### src/rtl/sme_pkg.sv
`default_nettype none
// ----------------------------------------------------------------------------
// sme_pkg
// shared constants, opcode and status codes and queue types of the stack
// machine execute unit
// ----------------------------------------------------------------------------
package sme_pkg;

    localparam int STACK_DEPTH    = 64;
    localparam int REGISTER_COUNT = 8;
    localparam int RAM_BYTES      = 4096;
    localparam int QUEUE_DEPTH    = 2;

    localparam int DS_AW   = $clog2(STACK_DEPTH);
    localparam int DEPTH_W = DS_AW + 1;
    localparam int REG_AW  = (REGISTER_COUNT > 1) ? $clog2(REGISTER_COUNT) : 1;
    localparam int RAM_AW  = $clog2(RAM_BYTES);
    localparam int QPTR_W  = (QUEUE_DEPTH > 1) ? $clog2(QUEUE_DEPTH) : 1;
    localparam int QCNT_W  = $clog2(QUEUE_DEPTH + 1);

    localparam logic [16:0] PSIZE_MAX = 17'd65536;

    localparam logic [4:0] K_HALT  = 5'd0;
    localparam logic [4:0] K_DRAW  = 5'd1;
    localparam logic [4:0] K_ADD   = 5'd2;
    localparam logic [4:0] K_SUB   = 5'd3;
    localparam logic [4:0] K_MUL   = 5'd4;
    localparam logic [4:0] K_DIV   = 5'd5;
    localparam logic [4:0] K_SQRT  = 5'd6;
    localparam logic [4:0] K_PUSH  = 5'd7;
    localparam logic [4:0] K_OUT   = 5'd8;
    localparam logic [4:0] K_IN    = 5'd9;
    localparam logic [4:0] K_PUSHR = 5'd10;
    localparam logic [4:0] K_POPR  = 5'd11;
    localparam logic [4:0] K_PUSHM = 5'd12;
    localparam logic [4:0] K_POPM  = 5'd13;
    localparam logic [4:0] K_JMP   = 5'd14;
    localparam logic [4:0] K_JB    = 5'd15;
    localparam logic [4:0] K_JBE   = 5'd16;
    localparam logic [4:0] K_JA    = 5'd17;
    localparam logic [4:0] K_JAE   = 5'd18;
    localparam logic [4:0] K_JE    = 5'd19;
    localparam logic [4:0] K_JNE   = 5'd20;
    localparam logic [4:0] K_CALL  = 5'd21;
    localparam logic [4:0] K_RET   = 5'd22;

    localparam logic [2:0] S_OK     = 3'd0;
    localparam logic [2:0] S_HALT   = 3'd1;
    localparam logic [2:0] S_STACK  = 3'd2;
    localparam logic [2:0] S_DIV0   = 3'd3;
    localparam logic [2:0] S_BADREG = 3'd4;
    localparam logic [2:0] S_BADRAM = 3'd5;
    localparam logic [2:0] S_BADTGT = 3'd6;

    typedef struct packed {
        logic is_bin;
        logic is_cond;
        logic reg_ok;
        logic tgt_ok;
    } t_cls;

    typedef struct packed {
        logic [4:0]  kind;
        logic [31:0] imm;
        logic [15:0] op;
        logic [31:0] inv;
        t_cls        cls;
    } t_item;

    function automatic logic target_ok(input logic [31:0] t, input logic [16:0] psize);
        logic [16:0] bound;
        bound = (psize > PSIZE_MAX) ? PSIZE_MAX : psize;
        return (t[31:16] == 16'd0) && ({1'b0, t[15:0]} < bound);
    endfunction

endpackage
`default_nettype wire

### src/rtl/sme_front.sv
`default_nettype none
// ----------------------------------------------------------------------------
// sme_front
// accepts instruction transactions, classifies them and queues them for
// the execution back end
// ----------------------------------------------------------------------------
module sme_front
    import sme_pkg::*;
(
    input  wire logic        i_clk,
    input  wire logic        i_rst_n,
    input  wire logic        i_in_valid,
    output logic             o_in_stall,
    input  wire logic [4:0]  i_kind,
    input  wire logic [31:0] i_immediate,
    input  wire logic [15:0] i_operand_address,
    input  wire logic [31:0] i_in_value,
    input  wire logic [16:0] i_program_size,
    input  wire logic        i_hold,
    input  wire logic        i_pop,
    output logic             o_q_valid,
    output t_item            o_item
);
    t_item              r_q [QUEUE_DEPTH];
    logic [QPTR_W-1:0]  r_wptr;
    logic [QPTR_W-1:0]  r_rptr;
    logic [QCNT_W-1:0]  r_cnt;
    logic               accept;
    t_item              item;

    assign o_in_stall = (r_cnt == QCNT_W'(QUEUE_DEPTH)) || i_hold;
    assign accept     = i_in_valid && !o_in_stall;
    assign o_q_valid  = (r_cnt != '0);
    assign o_item     = r_q[r_rptr];

    always_comb begin
        item.kind        = i_kind;
        item.imm         = i_immediate;
        item.op          = i_operand_address;
        item.inv         = i_in_value;
        item.cls.is_bin  = (i_kind == K_ADD) || (i_kind == K_SUB) || (i_kind == K_MUL);
        item.cls.is_cond = (i_kind == K_JB) || (i_kind == K_JBE) || (i_kind == K_JA)
                        || (i_kind == K_JAE) || (i_kind == K_JE) || (i_kind == K_JNE);
        item.cls.reg_ok  = (i_immediate < 32'(REGISTER_COUNT));
        item.cls.tgt_ok  = target_ok(i_immediate, i_program_size);
    end

    always_ff @(posedge i_clk) begin
        if (accept) begin
            r_q[r_wptr] <= item;
        end
    end

    always_ff @(posedge i_clk) begin
        if (!i_rst_n) begin
            r_wptr <= '0;
            r_rptr <= '0;
            r_cnt  <= '0;
        end else begin
            if (accept) begin
                r_wptr <= (r_wptr == QPTR_W'(QUEUE_DEPTH - 1)) ? '0 : r_wptr + 1'b1;
            end
            if (i_pop) begin
                r_rptr <= (r_rptr == QPTR_W'(QUEUE_DEPTH - 1)) ? '0 : r_rptr + 1'b1;
            end
            r_cnt <= r_cnt + QCNT_W'(accept) - QCNT_W'(i_pop);
        end
    end
endmodule
`default_nettype wire

### config.mk
export PLATFORM = sky130hd
export DESIGN_NAME = sme_front
export DESIGN_NICKNAME = d
export VERILOG_FILES = /design/src/rtl/sme_pkg.sv /design/src/rtl/sme_front.sv
export SDC_FILE = /design/constraint.sdc
export NUM_CORES = 1
export LEC_CHECK = 0
export BUFFER_PORTS_ARGS = -buffer_cell sky130_fd_sc_hd__buf_2
export CELL_PAD_IN_SITES_DETAIL_PLACEMENT = 1
export CELL_PAD_IN_SITES_GLOBAL_PLACEMENT = 1
export CORE_MARGIN = 2
export CORE_UTILIZATION = 47
export CTS_CLUSTER_SIZE = 12
export DETAILED_ROUTE_END_ITERATION = 10
export GPL_ROUTABILITY_DRIVEN = 0
export HOLD_SLACK_MARGIN = 0.12
export PLACE_DENSITY_LB_ADDON = 0.15
export SLEW_MARGIN = 10
export SYNTH_ARGS = -nofsm -noshare
export SYNTH_HDL_FRONTEND = slang
export SYNTH_SLANG_ARGS = --single-unit
### constraint.sdc
create_clock -name i_clk -period 9.75 [get_ports i_clk]
set_input_delay 1.95 -clock i_clk [delete_from_list [all_inputs] [get_ports i_clk]]
set_output_delay 1.95 -clock i_clk [all_outputs]
set_load 0.01 [all_outputs]
### Yosys cells after proc, flatten, opt, wreduce, memory -nomap -nowiden

Memory sizes are Yosys's and may differ from the RTL's. A register that Yosys moved wholly into a read port is not among the register bits.
Cells that the tools add are included.

| cells by class | value |
|---|---|
| $add $sub $neg | 4 |
| order comparisons | 3 |
| eq/ne operators | 10 |
| multiplexer cells | 7 |
| reduce and logical (&&, ||, !) cells | 13 |

Operators by type and width:

| operator | count |
|---|---|
| 32-bit by 4-bit less-than comparator with 1-bit output, second input constant | 1 |
| 5-bit == test, second input constant | 5 |
| 17-bit > comparator, second input constant | 1 |
| 16-bit by 17-bit less-than comparator with 1-bit output | 1 |
| 17-bit 2-to-1 mux | 1 |
| 16-bit logical NOT | 1 |
| 5-bit by 2-bit == test with 1-bit output, second input constant | 2 |
| 1-bit logical OR | 8 |
| 1-bit 2-to-1 mux | 6 |
| 5-bit by 3-bit == test with 1-bit output, second input constant | 1 |
| 5-bit by 4-bit == test with 1-bit output, second input constant | 1 |
| 1-bit adder, second input constant | 2 |
| 2-bit by 1-bit adder with 2-bit output | 1 |
| 2-bit == test, second input constant | 1 |
| 1-bit logical AND | 2 |
| 2-bit nonzero test | 1 |
| 2-bit by 1-bit subtractor with 2-bit output | 1 |
| 1-bit logical NOT | 1 |

| storage, ports and cells | value |
|---|---|
| register bits after elaboration | 4 |
| bits in writable memories | 178 |
| input bits | 107 |
| output and inout port bits | 91 |
| logic and storage cells | 41 |
| memories kept | 1 |

Memories:

| memory | words | width | rd ports | clocked after Yosys merged registers in | wr ports | line | text |
|---|---|---|---|---|---|---|---|
| r_q | 2 | 89 | 1 | 1 | 1 | sme_front.sv:24 | `t_item r_q [QUEUE_DEPTH];` |

### Depth between registers and ports, before layout

| logic depth | value |
|---|---|
| depth in word-level cells | 6 |
| depth in mapped cells | 9 |
| depth with buffers taken out | 8 |

### Worst setup path after synthesis

OpenSTA, ideal clock, no wires.

| path | value |
|---|---|
| path type | input-to-reg |
| from | input i_hold |
| to | memory r_q[0][0] in the netlist's numbering, enable pin |
| library setup time | 539 ps |
| arrival | 5,894 ps |
| data required time | 9,211 ps |
| slack | 3,316 ps |
| stages on the path | 3 |
| buffers on the path | 0 |
| cells stage by stage | inv_1 > o211ai_1 > nor2_1 |

| between the ends | value |
|---|---|
| longest elaborated chain between the ends | 5 |

RTL lines:

| element | line | text |
|---|---|---|
| start: declaration | sme_front.sv:19 | `input wire logic i_hold,` |
| 1-bit logical OR | sme_front.sv:31 | `assign o_in_stall = (r_cnt == QCNT_W'(QUEUE_DEPTH)) \|\| i_hold;` |
| 1-bit logical NOT | sme_front.sv:32 | `assign accept = i_in_valid && !o_in_stall;` |
| 1-bit logical AND | sme_front.sv:32 |  |
| 1-bit 2-to-1 mux | sme_front.sv:49 | `if (accept) begin` |
| 1-bit 2-to-1 mux (not written as such) | sme_front.sv:50 | `r_q[r_wptr] <= item;` |
| end: declaration | sme_front.sv:24 |  |

No other way between the ends.

==> results.yml <==
synth:
  yosys_warnings: 0
  ys.flop_type: "edfxtp_1"
  synth-edff-count: 178
  yosys.area.top_type: "edfxtp_1"
  synth-seq-cells: 183
  synth_top_area_share_pct: 74.3
  synth_cell_type_count: 36
  synth_cells: 383
  syn_area_per_cell_um2: 18.8
  async_reset_ff_share_pct: 0
  syn_nets: 507
  seq_area_frac_synth_pct: 75.6
  synth_area_um2: 7200
  netlist_top_cells_area: "edfxtp_1 74%, mux2_2 14%, ha_1 3.0%"
detailed_routing:
  ant_nets: 0
  drc: 0
  routedWlPerCell_um: 19.0
  drtIter0Drc: 230
  drt_wl_total_um: 15000
  avgViaCountPerCell: 5.17
  dr.pass1.iters: 4
  via_count: 4089
placement:
  dpl.hpwl_um: 10200
  place_ws_ps: 4850
  numPortBuffers: 197
sta:
  rsz0062_at_grt: "no"
  slew_viol_final: 0
  setup_tns_ps: 0
  timing.final.crit_period_ps: 4460
  slew_headroom_pct: 21.5
  fin_worst_skew_ps: 9.88
  fin_ws_ps: 5290
  tightest_slew_ps: 1180
  setup-violations-final: 0
  finalHoldViolCount: 0
  clock.fmax_mhz: 224
  finalCritPeriodShare_pct: 45.7
clock_tree:
  clkLatencyLatePin_ps: 410
  cts_buffers: 17
  postCtsSetupRepairBufs: 0
  postCtsHoldBufs: 0
  ctsResizeCount: 0
  htree_num_levels: 4
  cts.path.max_buffers: 2
  clkSinkCount: 183
  cts_tree: "done"
  path_clk_slew_ps: 70
  cts-root-buf: "clkbuf_16"
setup_path:
  r2r_slack_ps: 7270
  critPathCapture: "r_q[1][0]$_DFFE_PP_"
  cp_max_fo: 16
  setup.worst_path.start: "i_program_size[11]"
  worstSetupPathType: "input port to flop"
  worst_path_largest_cell_delay_ps: 800
  reg2reg_depth: 4
  worstSetupStartpointType: "input port"
  rr_endpoint: "r_q[1][22]$_DFFE_PP_"
  required_ps: 9980
  path_cells: "buf_2 > or4_1 > o41ai_4 > nand2_1 > ha_1 > a21o_1 > a21oi_1 > o221ai_2 > a221oi_2"
  timing.rr.start: "r_cnt[1]$_SDFF_PN0_"
  cp.arrival_ps: 4690
  cp_slowest_cell: "o41ai_4"
  critical_path.endpoint_type: "flop"
cells_and_area:
  layout_commonest_cell: "buf_2"
  layout_common_cells: "197 x buf_2, 178 x edfxtp_1, 89 x mux2_2"
  final.fill_count: 1422
  fin_nets: 715
  final_util_pct: 59.4
  area_growth_pct: 24.6
  drive_above_1_share_pct: 54.2
  n_antenna_cell: 0
floorplanning:
  start_util_pct: 47.7
  ios: 198
  die_width_um: 128
  dieArea_um2: 16300
  fp.dieH_um: 128
  coreArea_um2: 15100
  fp-row-count: 45
power:
  ir_drop_mv: 0.116
  p_leak_nw: 3.37
  power.total_w: 0.00178
  power_density_nw_per_um2: 198
outcome:
  status: "completed"
grt:
  grt_max_degree: 87
  grt_pass1_vias: 4268
  grt_util_all_layers_pct: 18.6
  overflow: 0
  grt_antenna_before_repair: 1
  grt_pass1_wl_um: 22900
run:
  drv_cap: 0
worst_hold_path:
  hp-class: "flop to flop"
-- stage by stage --
step | hold slack, ps | std cells | area [um2]
final | 584 | 791 | 8970
after global routing | 629 | 791 | 8970
after CTS | 588 | 791 | 8970
after detailed placement | 572 | 760 | 8420
after global placement | 563 | 760 | 8420
after floorplan | 550 | 383 | 7200
-- critical path: cells and delay by family --
family,cells,cell delay [ps]
simple gates,2,710
buf+inv,1,100
compound gates,5,1590
fa+ha+maj,1,340
-- cell families (layout without fill, tap and decap cells) --
kind of cell / after synthesis / in the layout / synth area share, %
flip-flops: 183 / 183 / 75.6
multiplexers: 90 / 90 / 14.1
AND/OR/NAND/NOR: 54 / 54 / 3.86
AO/OA/AOI/OAI: 20 / 20 / 2.26
adder cells (fa/ha/maj): 17 / 17 / 2.95
buffers and inverters: 16 / 236 / 0.852
XOR/XNOR: 3 / 3 / 0.365
-- power breakdown --
group	switching (W)	internal, W	leakage [nW]
sequential	0.0000174	0.000911	1.67
combinational	0.000112	0.0000972	1.44
clock	0.000285	0.000354	0.261
-- sequential cells by signal, indices dropped and copies added (netlist names), named ones only --
| name | count |
|---|---|
| r_rptr | 1 |
| r_cnt | 2 |
| r_wptr | 1 |
| r_q | 178 |
-- Yosys cell counts (all sizes together) (2+ instances only) --
library cell	instances
a21oi	7
and2	5
buf	2
clkbuf	9
dfxtp	5
edfxtp	178
ha	17
inv	5
mux2	89
nand2	21
nand4	3
nor2	7
nor3	2
nor4	6
o21ai	4
or4	4
xnor2	2
-- routing by layer --
| metal | share of wire (%) | vias to the layer above | routed length (um) | GRT usage [%] |
|---|---|---|---|---|
| met5 | 0.067 | - | 10 | 0 |
| met4 | 1.1 | 2 | 162 | 5.75 |
| met3 | 6.9 | 13 | 1040 | 6.64 |
| met2 | 52 | 135 | 7760 | 31.7 |
| met1 | 40 | 2009 | 6020 | 22.3 |
| li1 | - | 1930 | - | - |
-- cell type report --
type / count / area [um2] / area share (%)
flip-flops and latches: 183 / 5450 / 60.7
multi-input cells: 184 / 1710 / 19.0
repair buffers: 200 / 1010 / 11.2
clock buffers: 19 / 433 / 4.83
well taps: 188 / 235 / 2.62
clock inverters: 12 / 119 / 1.33
inverters: 5 / 18.8 / 0.209
-- how the worst min path moves through the flow --
stage | from | end | slack (ps) | cells past startpoint
after floorplan | r_wptr$_SDFFE_PN0P_ | r_wptr$_SDFFE_PN0P_ | 550 | 2
after global placement | r_rptr$_SDFFE_PN0P_ | flop | 560 | 2
after detailed placement | r_rptr$_SDFFE_PN0P_ | r_rptr$_SDFFE_PN0P_ | 570 | 2
after CTS | r_rptr$_SDFFE_PN0P_ | r_rptr$_SDFFE_PN0P_ | 590 | 2
after global routing | r_rptr$_SDFFE_PN0P_ | flop | 630 | 2
final | r_rptr$_SDFFE_PN0P_ | flop | 580 | 2
(Power assumes the default switching activity.)
